<file path="src/sv/sfms_pkg.sv">
`timescale 1ns / 1ps
// ----------------------------------------------------------------------------
// sfms_pkg
// shared types, constants and the case fold helper of the substring search
// ----------------------------------------------------------------------------
package sfms_pkg;

   localparam int CHAR_W       = 16;
   localparam int INDEX_W      = 20;
   localparam int TAIL_W       = 21;
   localparam int LEN_W        = 5;
   localparam int NEEDLE_CHARS = 16;
   localparam int NIDX_W       = 4;
   localparam int WORD_W       = 64;
   localparam int CSR_IDX_W    = 3;

   localparam int DEFAULT_MAX_NEEDLE   = 16;
   localparam int DEFAULT_MAX_HAYSTACK = 1048576;

   // register indexes of the csr port
   localparam logic [CSR_IDX_W-1:0] CSR_NEEDLE_WORD0 = 3'd0;
   localparam logic [CSR_IDX_W-1:0] CSR_NEEDLE_WORD1 = 3'd1;
   localparam logic [CSR_IDX_W-1:0] CSR_NEEDLE_WORD2 = 3'd2;
   localparam logic [CSR_IDX_W-1:0] CSR_NEEDLE_WORD3 = 3'd3;
   localparam logic [CSR_IDX_W-1:0] CSR_NEEDLE_LEN   = 3'd4;
   localparam logic [CSR_IDX_W-1:0] CSR_FOLD_CASE    = 3'd5;

   localparam logic [CHAR_W-1:0] ASCII_UPPER_A = 16'h0041;
   localparam logic [CHAR_W-1:0] ASCII_UPPER_Z = 16'h005A;
   localparam logic [CHAR_W-1:0] ASCII_CASE_OFS = 16'h0020;

   typedef logic [NEEDLE_CHARS-1:0][CHAR_W-1:0] needle_type;

   typedef struct packed {
      logic [CHAR_W-1:0] character;
      logic              last;
   } req_type;

   typedef struct packed {
      logic               found;
      logic [INDEX_W-1:0] match_index;
      logic [TAIL_W-1:0]  tail_length;
   } rsp_type;

   typedef struct packed {
      needle_type        needle;
      logic [LEN_W-1:0]  length;
      logic              fold;
   } cfg_type;

   typedef struct packed {
      logic    step;
      req_type item;
   } step_type;

   function automatic logic [CHAR_W-1:0] fold_char(input logic [CHAR_W-1:0] c,
                                                   input logic en);
      logic [CHAR_W-1:0] r;
      r = c;
      if (en && c >= ASCII_UPPER_A && c <= ASCII_UPPER_Z) begin
         r = c + ASCII_CASE_OFS;
      end
      return r;
   endfunction

endpackage

</file>
<file path="src/sv/sfms_match.sv">
`timescale 1ns / 1ps
// ----------------------------------------------------------------------------
// sfms_match
// compares the newest window characters against the needle, one lane each
// ----------------------------------------------------------------------------
module sfms_match #(
   parameter int MAX_NEEDLE = sfms_pkg::DEFAULT_MAX_NEEDLE
) (
   input  sfms_pkg::cfg_type                               cfg,
   input  logic [sfms_pkg::LEN_W-1:0]                      used_len,
   input  logic [MAX_NEEDLE-1:0][sfms_pkg::CHAR_W-1:0]     window,
   output logic                                            match
);
   import sfms_pkg::*;

   logic [MAX_NEEDLE-1:0] lane_ok;

   // lane j holds the window character at age j; it lines up with needle
   // character used_len-1-j
   always_comb begin
      logic [LEN_W-1:0] nidx;
      logic             lane_on;
      for (int j = 0; j < MAX_NEEDLE; j++) begin
         lane_on = LEN_W'(j) < used_len;
         nidx    = used_len - LEN_W'(j) - LEN_W'(1);
         lane_ok[j] = !lane_on ||
                      (fold_char(window[j], cfg.fold) ==
                       fold_char(cfg.needle[nidx[NIDX_W-1:0]], cfg.fold));
      end
   end

   assign match = &lane_ok;

endmodule

</file>
<file path="src/sv/sfms_track.sv">
`timescale 1ns / 1ps
// ----------------------------------------------------------------------------
// sfms_track
// character window, position count and first match record of one haystack
// ----------------------------------------------------------------------------
module sfms_track #(
   parameter int MAX_NEEDLE   = sfms_pkg::DEFAULT_MAX_NEEDLE,
   parameter int MAX_HAYSTACK = sfms_pkg::DEFAULT_MAX_HAYSTACK
) (
   input  logic               clock,
   input  logic               reset,
   input  sfms_pkg::cfg_type  cfg,
   input  sfms_pkg::step_type ctl,
   output sfms_pkg::rsp_type  result
);
   import sfms_pkg::*;

   localparam int POS_W  = $clog2(MAX_HAYSTACK + 1);
   localparam int DIFF_W = (POS_W > TAIL_W) ? POS_W : TAIL_W;

   logic [MAX_NEEDLE-1:0][CHAR_W-1:0] window_ff, window_in, shifted;
   logic [POS_W-1:0]                  pos_ff, pos_in, pos_next;
   logic                              hit_ff, hit_in, hit_next;
   logic [INDEX_W-1:0]                start_ff, start_in, start_next;
   logic [LEN_W-1:0]                  used_len;
   logic                              room, advance, match, hit_now;
   logic [DIFF_W-1:0]                 start_wide, tail_wide;

   always_comb begin
      if (cfg.length == '0) begin
         used_len = LEN_W'(1);
      end else if (cfg.length > LEN_W'(MAX_NEEDLE)) begin
         used_len = LEN_W'(MAX_NEEDLE);
      end else begin
         used_len = cfg.length;
      end
   end

   always_comb begin
      shifted[0] = ctl.item.character;
      for (int j = 1; j < MAX_NEEDLE; j++) begin
         shifted[j] = window_ff[j-1];
      end
   end

   sfms_match #(
      .MAX_NEEDLE (MAX_NEEDLE)
   ) u_match (
      .cfg      (cfg),
      .used_len (used_len),
      .window   (shifted),
      .match    (match)
   );

   // past the length limit characters are dropped
   assign room     = pos_ff < POS_W'(MAX_HAYSTACK);
   assign advance  = ctl.step && room;
   assign pos_next = advance ? pos_ff + POS_W'(1) : pos_ff;
   assign hit_now  = advance && !hit_ff && (DIFF_W'(pos_next) >= DIFF_W'(used_len)) && match;

   assign start_wide = DIFF_W'(pos_next) - DIFF_W'(used_len);
   assign hit_next   = hit_ff || hit_now;
   assign start_next = hit_now ? start_wide[INDEX_W-1:0] : start_ff;
   assign tail_wide  = DIFF_W'(pos_next) - DIFF_W'(start_next);

   always_comb begin
      result.found       = hit_next;
      result.match_index = hit_next ? start_next : '0;
      result.tail_length = hit_next ? tail_wide[TAIL_W-1:0] : '0;
   end

   always_comb begin
      window_in = window_ff;
      pos_in    = pos_ff;
      hit_in    = hit_ff;
      start_in  = start_ff;
      if (ctl.step) begin
         if (ctl.item.last) begin
            window_in = '0;
            pos_in    = '0;
            hit_in    = 1'b0;
            start_in  = '0;
         end else begin
            window_in = advance ? shifted : window_ff;
            pos_in    = pos_next;
            hit_in    = hit_next;
            start_in  = start_next;
         end
      end
   end

   always_ff @(posedge clock) begin
      if (reset) begin
         window_ff <= '0;
         pos_ff    <= '0;
         hit_ff    <= 1'b0;
         start_ff  <= '0;
      end else begin
         window_ff <= window_in;
         pos_ff    <= pos_in;
         hit_ff    <= hit_in;
         start_ff  <= start_in;
      end
   end

`ifndef SYNTH
   a_clear_after_last: assert property (@(posedge clock) disable iff (reset)
      ctl.step && ctl.item.last |=> pos_ff == '0 && !hit_ff)
      else $error("search state not cleared after last character");

   a_hit_sticky: assert property (@(posedge clock) disable iff (reset)
      hit_ff && !(ctl.step && ctl.item.last) |=> hit_ff && $stable(start_ff))
      else $error("first match record changed inside a haystack");

   a_window_head: assert property (@(posedge clock) disable iff (reset)
      advance && !ctl.item.last |=> window_ff[0] == $past(ctl.item.character))
      else $error("window head does not hold the newest character");
`endif

endmodule

</file>
<file path="src/sv/substring_first_match_search.sv">
`timescale 1ns / 1ps
// ----------------------------------------------------------------------------
// substring_first_match_search
// streams haystack characters and reports the first occurrence of a needle
// ----------------------------------------------------------------------------
//  channel | direction | handshake        | payload
//  --------+-----------+------------------+------------------------------------
//  req     | in        | valid / stall    | character, last
//  rsp     | out       | valid / stall    | found, match_index, tail_length
//  csr     | in        | valid / ready    | register index, 64-bit write data
//
//  one character per cycle sustained, but for a stall on a last character; a character
//  is held in the input register and its result, on a last character, is then
//  loaded into the output register
//  the window compare is a single pass of parallel lane comparators
//  reset is synchronous, active high; needle registers return to zero, length 1
//  req stalls only when a last character meets a full, stalled output register
// ----------------------------------------------------------------------------
module substring_first_match_search #(
   parameter int MAX_NEEDLE   = sfms_pkg::DEFAULT_MAX_NEEDLE,
   parameter int MAX_HAYSTACK = sfms_pkg::DEFAULT_MAX_HAYSTACK
) (
   input  logic                            clock,
   input  logic                            reset,
   // haystack characters
   input  logic                            req_valid,
   output logic                            req_stall,
   input  sfms_pkg::req_type               req_data,
   // search results
   output logic                            rsp_valid,
   input  logic                            rsp_stall,
   output sfms_pkg::rsp_type               rsp_data,
   // register writes
   input  logic                            csr_valid,
   output logic                            csr_ready,
   input  logic [sfms_pkg::CSR_IDX_W-1:0]  csr_index,
   input  logic [sfms_pkg::WORD_W-1:0]     csr_data
);
   import sfms_pkg::*;

   localparam int WORD_CHARS = WORD_W / CHAR_W;

   cfg_type  cfg_ff, cfg_in;
   logic     s1_valid_ff, s1_valid_in;
   req_type  s1_item_ff, s1_item_in;
   logic     rsp_valid_ff, rsp_valid_in;
   rsp_type  rsp_data_ff, rsp_data_in;
   step_type ctl;
   rsp_type  result;
   logic     req_xfer, process, rsp_xfer, csr_xfer;

   // ---------------------------------------------------------------- csr
   assign csr_ready = 1'b1;
   assign csr_xfer  = csr_valid && csr_ready;

   always_comb begin
      logic [NIDX_W-1:0] slot;
      slot   = '0;
      cfg_in = cfg_ff;
      if (csr_xfer) begin
         case (csr_index)
            CSR_NEEDLE_WORD0, CSR_NEEDLE_WORD1,
            CSR_NEEDLE_WORD2, CSR_NEEDLE_WORD3: begin
               // four characters per word, lowest character in the low bits
               for (int k = 0; k < WORD_CHARS; k++) begin
                  slot = NIDX_W'(int'(csr_index) * WORD_CHARS + k);
                  cfg_in.needle[slot] = csr_data[k*CHAR_W +: CHAR_W];
               end
            end
            CSR_NEEDLE_LEN: begin
               cfg_in.length = csr_data[LEN_W-1:0];
            end
            CSR_FOLD_CASE: begin
               cfg_in.fold = csr_data[0];
            end
            default: begin
               // unmapped index, write ignored
            end
         endcase
      end
   end

   // ---------------------------------------------------------- handshake
   // a non-last character always moves on; a last one needs room at the output
   assign rsp_xfer  = rsp_valid_ff && !rsp_stall;
   assign process   = s1_valid_ff && !(s1_item_ff.last && rsp_valid_ff && rsp_stall);
   assign req_stall = s1_valid_ff && !process;
   assign req_xfer  = req_valid && !req_stall;

   assign s1_valid_in = req_xfer ? 1'b1 : (process ? 1'b0 : s1_valid_ff);
   assign s1_item_in  = req_xfer ? req_data : s1_item_ff;

   assign ctl.step = process;
   assign ctl.item = s1_item_ff;

   // ------------------------------------------------------ search state
   sfms_track #(
      .MAX_NEEDLE   (MAX_NEEDLE),
      .MAX_HAYSTACK (MAX_HAYSTACK)
   ) u_track (
      .clock  (clock),
      .reset  (reset),
      .cfg    (cfg_ff),
      .ctl    (ctl),
      .result (result)
   );

   // ----------------------------------------------------- output register
   // loaded only when empty or being emptied in the same cycle
   always_comb begin
      rsp_valid_in = rsp_valid_ff;
      rsp_data_in  = rsp_data_ff;
      if (process && s1_item_ff.last) begin
         rsp_valid_in = 1'b1;
         rsp_data_in  = result;
      end else if (rsp_xfer) begin
         rsp_valid_in = 1'b0;
      end
   end

   assign rsp_valid = rsp_valid_ff;
   assign rsp_data  = rsp_data_ff;

   always_ff @(posedge clock) begin
      if (reset) begin
         cfg_ff.needle <= '0;
         cfg_ff.length <= LEN_W'(1);
         cfg_ff.fold   <= 1'b0;
         s1_valid_ff   <= 1'b0;
         rsp_valid_ff  <= 1'b0;
      end else begin
         cfg_ff        <= cfg_in;
         s1_valid_ff   <= s1_valid_in;
         rsp_valid_ff  <= rsp_valid_in;
      end
      s1_item_ff  <= s1_item_in;
      rsp_data_ff <= rsp_data_in;
   end

`ifndef SYNTH
   a_last_gives_result: assert property (@(posedge clock) disable iff (reset)
      process && s1_item_ff.last |=> rsp_valid)
      else $error("last character did not produce a result");

   a_miss_is_zero: assert property (@(posedge clock) disable iff (reset)
      rsp_valid && !rsp_data.found |-> rsp_data.match_index == '0 &&
                                       rsp_data.tail_length == '0)
      else $error("result without a match carries non-zero fields");

   a_plain_char_flows: assert property (@(posedge clock) disable iff (reset)
      s1_valid_ff && !s1_item_ff.last |-> !req_stall)
      else $error("input stalled behind a character that gives no result");
`endif

endmodule
</file>
<file path="config.mk">
export PLATFORM = sky130hd
export DESIGN_NAME = substring_first_match_search
export DESIGN_NICKNAME = d
export VERILOG_FILES = /design/src/sv/sfms_pkg.sv /design/src/sv/sfms_match.sv /design/src/sv/sfms_track.sv /design/src/sv/substring_first_match_search.sv
export SDC_FILE = /design/constraint.sdc
export NUM_CORES = 2
export LEC_CHECK = 0
export BUFFER_PORTS_ARGS = -buffer_cell sky130_fd_sc_hd__buf_2
export CAP_MARGIN = 30
export CORE_UTILIZATION = 55
export DETAILED_ROUTE_END_ITERATION = 8
export PLACE_DENSITY = 0.75
export SETUP_SLACK_MARGIN = 0.4
export SLEW_MARGIN = 30
export SYNTH_ARGS = -nofsm -noshare
export SYNTH_HDL_FRONTEND = slang
export SYNTH_SLANG_ARGS = --single-unit
</file>
<file path="constraint.sdc">
create_clock -name clock -period 9.11 [get_ports clock]
set_clock_uncertainty 0.2 [all_clocks]
set_input_delay 0.911 -clock clock [delete_from_list [all_inputs] [get_ports clock]]
set_output_delay 0.911 -clock clock [all_outputs]
set_load 0.03 [all_outputs]
</file>
### After elaboration in Yosys (flattened, before gate mapping)

Cells that the tools add are included.

| operators by class | value |
|---|---|
| order comparisons | 107 |
| multiplexer cells | 89 |
| add/sub/neg operators | 68 |
| equality and inequality tests | 21 |
| reductions and logical operators | 128 |

Operators with widths:

| operator | count |
|---|---|
| 16-bit binary-select mux with 4-bit select | 16 |
| 256-bit bitwise mux | 4 |
| 16-bit two-way mux | 52 |
| 16-bit by 6-bit adder with 16-bit output, second input constant | 32 |
| 16-bit by 7-bit >= comparator with 1-bit output, second input constant | 32 |
| 16-bit by 7-bit less-or-equal comparator with 1-bit output, second input constant | 32 |
| 240-bit two-way mux | 2 |
| 16-bit equality test | 16 |
| 16-bit demux with 4-bit select | 3 |
| 4-bit by 5-bit < comparator with 1-bit output, second input constant | 20 |
| 1-bit logical AND | 79 |
| 4-bit by 1-bit subtractor with 4-bit output, second input constant | 16 |
| 21-bit two-way mux | 2 |
| 4-bit by 5-bit < comparator with 1-bit output, first input constant | 8 |
| 20-bit two-way mux | 2 |
| 16-bit demux with 2-bit select | 1 |
| 4-bit subtractor, second input constant | 8 |
| 21-bit by 1-bit adder with 21-bit output, second input constant | 1 |
| 21-bit by 5-bit >= comparator with 1-bit output | 1 |
| 1-bit zero test | 21 |
| 21-bit < comparator, second input constant | 1 |
| 21-bit by 20-bit subtractor with 21-bit output | 1 |
| 3-bit by 5-bit < comparator with 1-bit output, first input constant | 4 |
| 20-bit by 5-bit subtractor with 20-bit output | 1 |
| other kinds (20) | 58 |

| storage, ports and cells | value |
|---|---|
| input port bits | 89 |
| logic and storage cells | 456 |
| bits in registers | 605 |
| output and inout bits | 45 |

### Longest topological paths before layout

| logic depth | value |
|---|---|
| depth in word-level cells | 17 |
| mapped depth | 45 |
| mapped depth without buffers | 31 |

### Hierarchy

A second synthesis with hierarchy kept.

| unflattened totals | value |
|---|---|
| cells, all modules | 4,577 |
| area total of the unflattened synthesis | 47,184.0 um^2 |

Modules (own cells, without submodules):

| module | times used | area an instance (um^2) | cells each | seq. area each (um^2) |
|---|---|---|---|---|
| sfms_match | 1 | 22,481.6 | 2,128 | 0.0 |
| sfms_track | 1 | 12,495.7 | 1,451 | 5,645.4 |
| substring_first_match_search | 1 | 12,206.7 | 998 | 7,056.8 |

### Worst setup path after synthesis

No wires, ideal clock.

| timing path | value |
|---|---|
| kind | reg-to-reg |
| start | reg cfg_ff[2] (netlist name) |
| end | reg rsp_data_ff, in the netlist rsp_data[20], data pin |
| data arrival time | 9.378 ns |
| setup slack | -0.725 ns |
| data required time | 8.653 ns |
| buffers on the path | 15 |
| setup time | 0.257 ns |
| period minus slack after synthesis | 9.835 ns |
| cell stages (with the launch flop) | 42 |
| path through | dfxtp_1 > nor4_2 > nor2_4 > inv_2 > buf_8 > buf_12 > buf_8 > buf_8 > buf_4 > buf_6 > clkbuf_1 > ha_1 > buf_1 > clkbuf_1 > clkbuf_1 > mux4_2 > a22oi_1 > nand2_1 > [6 not listed] > and4bb_1 > buf_4 > buf_6 > buf_6 > clkbuf_1 > mux2i_1 > ha_1 > clkbuf_1 > a21oi_1 > nor2b_1 > o21ai_0 > nand2b_1 > a21oi_1 > o21bai_1 > a221o_1 > a2111oi_0 > or4_1 > nand2_1 |

| on the way | value |
|---|---|
| word-level cells in the longest chain between the ends | 17 |
| elaborated cells between the ends (all ways) | 234 |
| those cells by class | 48 x add/sub; 50 x order compare; 16 x eq/ne; 51 x mux; 69 x reduce/logical |

Ends and longest elaborated chain:

| item | line | source |
|---|---|---|
| from (decl) | substring_first_match_search.sv:43 | `cfg_type cfg_ff, cfg_in;` |
| from (signal assigned) | substring_first_match_search.sv:132 | `cfg_ff <= cfg_in;` |
| 5-bit > comparator | sfms_track.sv:32 | `end else if (cfg.length > LEN_W'(MAX_NEEDLE)) begin` |
| 5-bit two-way mux | sfms_track.sv:32 |  |
| 5-bit two-way mux * | sfms_track.sv:30 | `if (cfg.length == '0) begin` |
| 4-bit by 1-bit subtractor with 4-bit output (tied with other cells) | sfms_match.sv:25 | `nidx = used_len - LEN_W'(j) - LEN_W'(1);` |
| 4-bit by 1-bit subtractor with 4-bit output | sfms_match.sv:25 |  |
| 16-bit binary-select mux with 4-bit select | sfms_match.sv:28 | `fold_char(cfg.needle[nidx[NIDX_W-1:0]], cfg.fold));` |
| 16-bit two-way mux (not written as such) | sfms_match.sv:28 |  |
| 16-bit by 7-bit >= comparator with 1-bit output | sfms_pkg.sv:60 | `if (en && c >= ASCII_UPPER_A && c <= ASCII_UPPER_Z) begin` |
| 1-bit logical AND (2 in a row) | sfms_pkg.sv:60 |  |
| 16-bit two-way mux | sfms_pkg.sv:60 |  |
| 16-bit equality test | sfms_match.sv:27 | `(fold_char(window[j], cfg.fold) ==` |
| 1-bit logical OR | sfms_match.sv:26 | `lane_ok[j] = !lane_on \|\|` |
| 16-bit AND reduction | sfms_match.sv:32 | `assign match = &lane_ok;` |
| 1-bit logical AND | sfms_track.sv:59 | `assign hit_now = advance && !hit_ff && (DIFF_W'(pos_next) >= DIFF_W'(used_len)) && match;` |
| 20-bit two-way mux | sfms_track.sv:63 | `assign start_next = hit_now ? start_wide[INDEX_W-1:0] : start_ff;` |
| 21-bit by 20-bit subtractor with 21-bit output | sfms_track.sv:64 | `assign tail_wide = DIFF_W'(pos_next) - DIFF_W'(start_next);` |
| to (signal assigned) | substring_first_match_search.sv:137 | `rsp_data_ff <= rsp_data_in;` |
| to (decl) | substring_first_match_search.sv:47 | `rsp_type rsp_data_ff, rsp_data_in;` |

Every way passes the cells marked *; elsewhere a longest branch is shown, timed or not. The select of a mux whose other input is x is not followed.
A chain may end at the register's enable or synchronous reset.

### Worst setup path after layout

| timing path | value |
|---|---|
| start | reg cfg_ff[2] (netlist name) |
| end | reg rsp_data_ff, in the netlist rsp_data[15], data pin |

| on the way | value |
|---|---|
| word-level cells in the longest chain between the ends | 17 |
| elaborated cells between the ends (all ways) | 234 |
| those cells by class | 48 x add/sub; 50 x order compare; 16 x eq/ne; 51 x mux; 69 x reduce/logical |

Ends and longest elaborated chain:

| item | line | source |
|---|---|---|
| 5-bit > comparator | sfms_track.sv:32 |  |
| 5-bit two-way mux | sfms_track.sv:32 |  |
| 5-bit two-way mux * | sfms_track.sv:30 |  |
| 4-bit by 1-bit subtractor with 4-bit output (tied with other cells) | sfms_match.sv:25 |  |
| 4-bit by 1-bit subtractor with 4-bit output | sfms_match.sv:25 |  |
| 16-bit binary-select mux with 4-bit select | sfms_match.sv:28 |  |
| 16-bit two-way mux (not written as such) | sfms_match.sv:28 |  |
| 16-bit by 7-bit >= comparator with 1-bit output | sfms_pkg.sv:60 |  |
| 1-bit logical AND (2 in a row) | sfms_pkg.sv:60 |  |
| 16-bit two-way mux | sfms_pkg.sv:60 |  |
| 16-bit equality test | sfms_match.sv:27 |  |
| 1-bit logical OR | sfms_match.sv:26 |  |
| 16-bit AND reduction | sfms_match.sv:32 |  |
| 1-bit logical AND | sfms_track.sv:59 |  |
| 20-bit two-way mux * | sfms_track.sv:63 |  |
| net u_track.start_next[0] | sfms_track.sv:24 | `logic [INDEX_W-1:0] start_ff, start_in, start_next;` |
| 21-bit by 20-bit subtractor with 21-bit output * | sfms_track.sv:64 |  |

The timed path passes the listed nets; every way through them passes the cells marked *. The select of a mux whose other input is x is not followed.

==> results.cfg <==
[outcome]
run_status = finished with violations
failed_checks = design-rule violations

[synth]
synthAdderAreaFrac_pct = 1.558
synth-warning-count = 0
main_combinational_cell_family_by_area_after_synthesis = compound AO/OA/AOI/OAI gates
number_of_flops_mapped_to_enable_cells_by_yosys = 59
syn-num-nets = 5388
yosys-mux-area-fraction_pct = 17.47
syn_area_um2 = 44170
netlist-cell-type-count = 99
ys_async_sr_fraction_pct = 0
avgSynthCellArea_um2 = 8.416
netlist_instances = 5248
yosys.area.top_type_share_pct = 24.75
synthTopCellsByArea = sky130_fd_sc_hd__dfxtp_1 (25%), sky130_fd_sc_hd__mux4_2 (11%), sky130_fd_sc_hd__nand2_1 (6.7%), sky130_fd_sc_hd__a22oi_1 (6.5%), sky130_fd_sc_hd__mux2i_1 (5.0%)
synth_xor_area_share_pct = 6.456
synth_seq_cells = 605
synth_compound_gate_area_share_pct = 21.79
fraction_of_the_yosys_area_taken_by_sequential_cells_pct = 28.76
ys_dominant_reg_cell = sky130_fd_sc_hd__dfxtp_1
yosys.area.top_type = sky130_fd_sc_hd__dfxtp_1
synthSimpleGateAreaFrac_pct = 19.47

[placed_design]
detailedPlacementHpwl_um = 168300
placement.io_buffers = 132
dp.cells = 6287
gpl.final_weighted_congestion = 1.182

[sta]
max_freq_mhz = 117.1
timing_max_transition_violations_final = 0
slew_at_the_pin_closest_to_its_max_slew_limit_ps = 1144
setup_repair_after_global_routing_missed_its_margin = no
timing.final.hold_violations = 0
setup_viol_count_final = 0
fin_crit_sh_pct = 93.77
fin_tns_setup_ps = 0
slew-limit-headroom_pct = 22.96
shortest_period_the_worst_path_allows_ps = 8543

[critical_path]
rr_worst_depth = 31
r2r-end = rsp_data[15]
critical_path.max_stage_delay_ps = 550
ff_to_ff_start = cfg_ff[2]
path_class = flip-flop to flip-flop
worst_setup_path_endpoint = rsp_data[15]
worstSetupEndpointType = flip-flop
slowest_stage = sky130_fd_sc_hd__buf_6
timing.critical_path.fanout_max = 56
worst-r2r-setup-slack_ps = 570
worst_setup_path_start_kind = flip-flop
timing.critical_path.from = cfg_ff[2]
crit_arrival_ps = 8730
cpMostUsedCell = sky130_fd_sc_hd__buf_4
required_ps = 9290

[die]
die_width_um = 285.4
site_rows = 103
die_h_um = 285.4
starting_density_of_the_core_pct = 55.72
floorplan.core_area_um2 = 79260
io_pins = 134
fp.dieArea_um2 = 81440

[drt]
drc = 7
route.detailed.vias_per_inst = 7.487
first_pass_iters = 9
wl_per_cell_um = 34.31
route.vias.total = 48230
routed_wl_um = 221000
detailedRoute.firstIterationViolations = 8167
ant_nets = 0

[power_and_ir_drop]
peakVddDrop_uv = 164.0
pwr_density_cell_nw_per_um2 = 135.3
p_leak_nw = 18.27

[finish]
area.growth.synth_to_final_pct = 12.24
filler_instances = 6753
layoutNonFillerInstCount = 6442
drive_above_1_share_pct = 16.85
layout_common_cells = sky130_fd_sc_hd__nand2_1 (779), sky130_fd_sc_hd__dfxtp_1 (542), sky130_fd_sc_hd__nor2_1 (537)
most_common_library_cell_in_the_layout_ignoring_fill_and_taps = sky130_fd_sc_hd__nand2_1
layout.nets = 5467
final_core_util_pct = 62.55

[clock_tree]
clock_insertion_delay_worst_skew_ps = 650
clock_tree_from_tritoncts = yes
clk_root_buffer_cell = sky130_fd_sc_hd__clkbuf_16
worst_setup_hold_path_clk_slew_ps = 60
htree_num_levels = 3
cts.sinks = 605
max-clock-path-buffers = 3
hold_buffers = 0
cts_buffers = 66

[global_routing]
global_route.usage.total_pct = 52.21
grt_start_max_net_pins = 218
first_pass_grt_wire_length_um = 310600
first_global_vias = 43330
grt_antenna_before_repair = 18
globalRoute.totalOverflow = 0

[flow_run]
drv_cap = 0

[hold_path]
worstHoldPathType = input port to flip-flop
## metal layers
layer	part of all wire, %	GRT usage, %	vias to the layer above
li1	-	-	19940
met1	35	64.87	23040
met2	40	72.77	4214
met3	16	20.30	1021
met4	9.5	38.60	14
met5	0.12	1.802	-
## worst max-delay path, delay by kind of cell, from the launching register on
kind	cells	cell delay, ps
simple gates	9	2340
fa+ha+maj	1	290
compound gates	13	2880
flops	1	540
buf+inv	7	1850
mux	1	190
## cell families after synthesis
logic type	count (synthesis)
simple gates	1896
compound gates	1391
flops	605
mux	498
buf+inv	477
xor+xnor	324
fa+ha+maj	56
other cells	1
## layout make-up
cell class | count | area (um2) | share of cell area [%]
Timing Repair Buffer | 420 | 3108 | 6.269
Sequential cell | 605 | 12710 | 25.64
Inverter | 65 | 255.2 | 0.5149
Clock inverter | 24 | 327.8 | 0.6613
Multi-Input combinational cell | 4169 | 29880 | 60.27
Clock buffer | 95 | 1946 | 3.925
Antenna cell | 14 | 35.03 | 0.07067
Tap cell | 1050 | 1314 | 2.650
## sequential cells by signal, indices dropped and copies added, names as in the netlist
| signal | cells |
|---|---|
| cfg_ff | 262 |
| ctl | 17 |
| rsp_data | 42 |
| rsp_valid | 1 |
| s1_valid_ff | 1 |
| u_track.hit_ff | 1 |
| u_track.pos_ff | 21 |
| u_track.shifted | 240 |
| u_track.start_ff | 20 |
## Yosys cell counts (28+ instances only)
cell type and number:
sky130_fd_sc_hd__o211ai_1 57, sky130_fd_sc_hd__nor2_1 552, sky130_fd_sc_hd__edfxtp_1 59, sky130_fd_sc_hd__xnor2_1 189, sky130_fd_sc_hd__nand3_1 69, sky130_fd_sc_hd__mux2i_1 222
sky130_fd_sc_hd__nand4_1 60, sky130_fd_sc_hd__mux2_2 64, sky130_fd_sc_hd__ha_1 51, sky130_fd_sc_hd__a21oi_1 356, sky130_fd_sc_hd__clkbuf_1 285, sky130_fd_sc_hd__inv_1 61
sky130_fd_sc_hd__a221oi_1 44, sky130_fd_sc_hd__nor4_1 94, sky130_fd_sc_hd__o221ai_1 53, sky130_fd_sc_hd__nor4b_1 28, sky130_fd_sc_hd__mux4_2 212, sky130_fd_sc_hd__buf_1 52
sky130_fd_sc_hd__a22o_1 41, sky130_fd_sc_hd__a21o_1 29, sky130_fd_sc_hd__nor3_1 80, sky130_fd_sc_hd__o22ai_1 84, sky130_fd_sc_hd__a22oi_1 383, sky130_fd_sc_hd__xor2_1 134
sky130_fd_sc_hd__o21ai_0 94, sky130_fd_sc_hd__a31oi_1 38, sky130_fd_sc_hd__or3_1 48, sky130_fd_sc_hd__dfxtp_1 546, sky130_fd_sc_hd__buf_2 57, sky130_fd_sc_hd__nand2_1 783
## worst min path at each step
| stage | end | cells after the start | startpoint | slack [ps] |
|---|---|---|---|---|
| global route | ctl[7] | 1 | req_data[7] | 260 |
| CTS | ctl[7] | 1 | req_data[7] | 240 |
| floorplan | u_track.start_ff[13] | 2 | u_track.start_ff[13] | 250 |
| detailed placement | u_track.start_ff[10] | 2 | u_track.start_ff[10] | 270 |
| finish | ctl[7] | 1 | req_data[7] | 250 |
| global placement | u_track.start_ff[19] | 2 | u_track.start_ff[19] | 270 |
## timing repair
action,CTS,global route
buffers inserted,0,17
endpoints found under the setup margin,0,10
gates resized for setup,0,35
## where the power goes
group | total [mW] | switching (mW) | internal, mW
logic | 1.09 | 0.733 | 0.359
clock network | 2.82 | 1.19 | 1.62
registers | 2.80 | 0.0735 | 2.72
## per-stage QoR
step	cell area, um2	hold slack (ps)	worst slack [ps]	power, mW
after floorplan	44280	249.3	416.2	3.431
after global placement	46830	266.9	703.3	3.854
after detailed placement	46870	275.0	569.8	3.859
after CTS	49150	243.3	676.9	6.616
after global routing	49560	258.4	377.5	6.825
final	49570	254.7	567.3	6.707
Power figures use the tool's default switching activity.
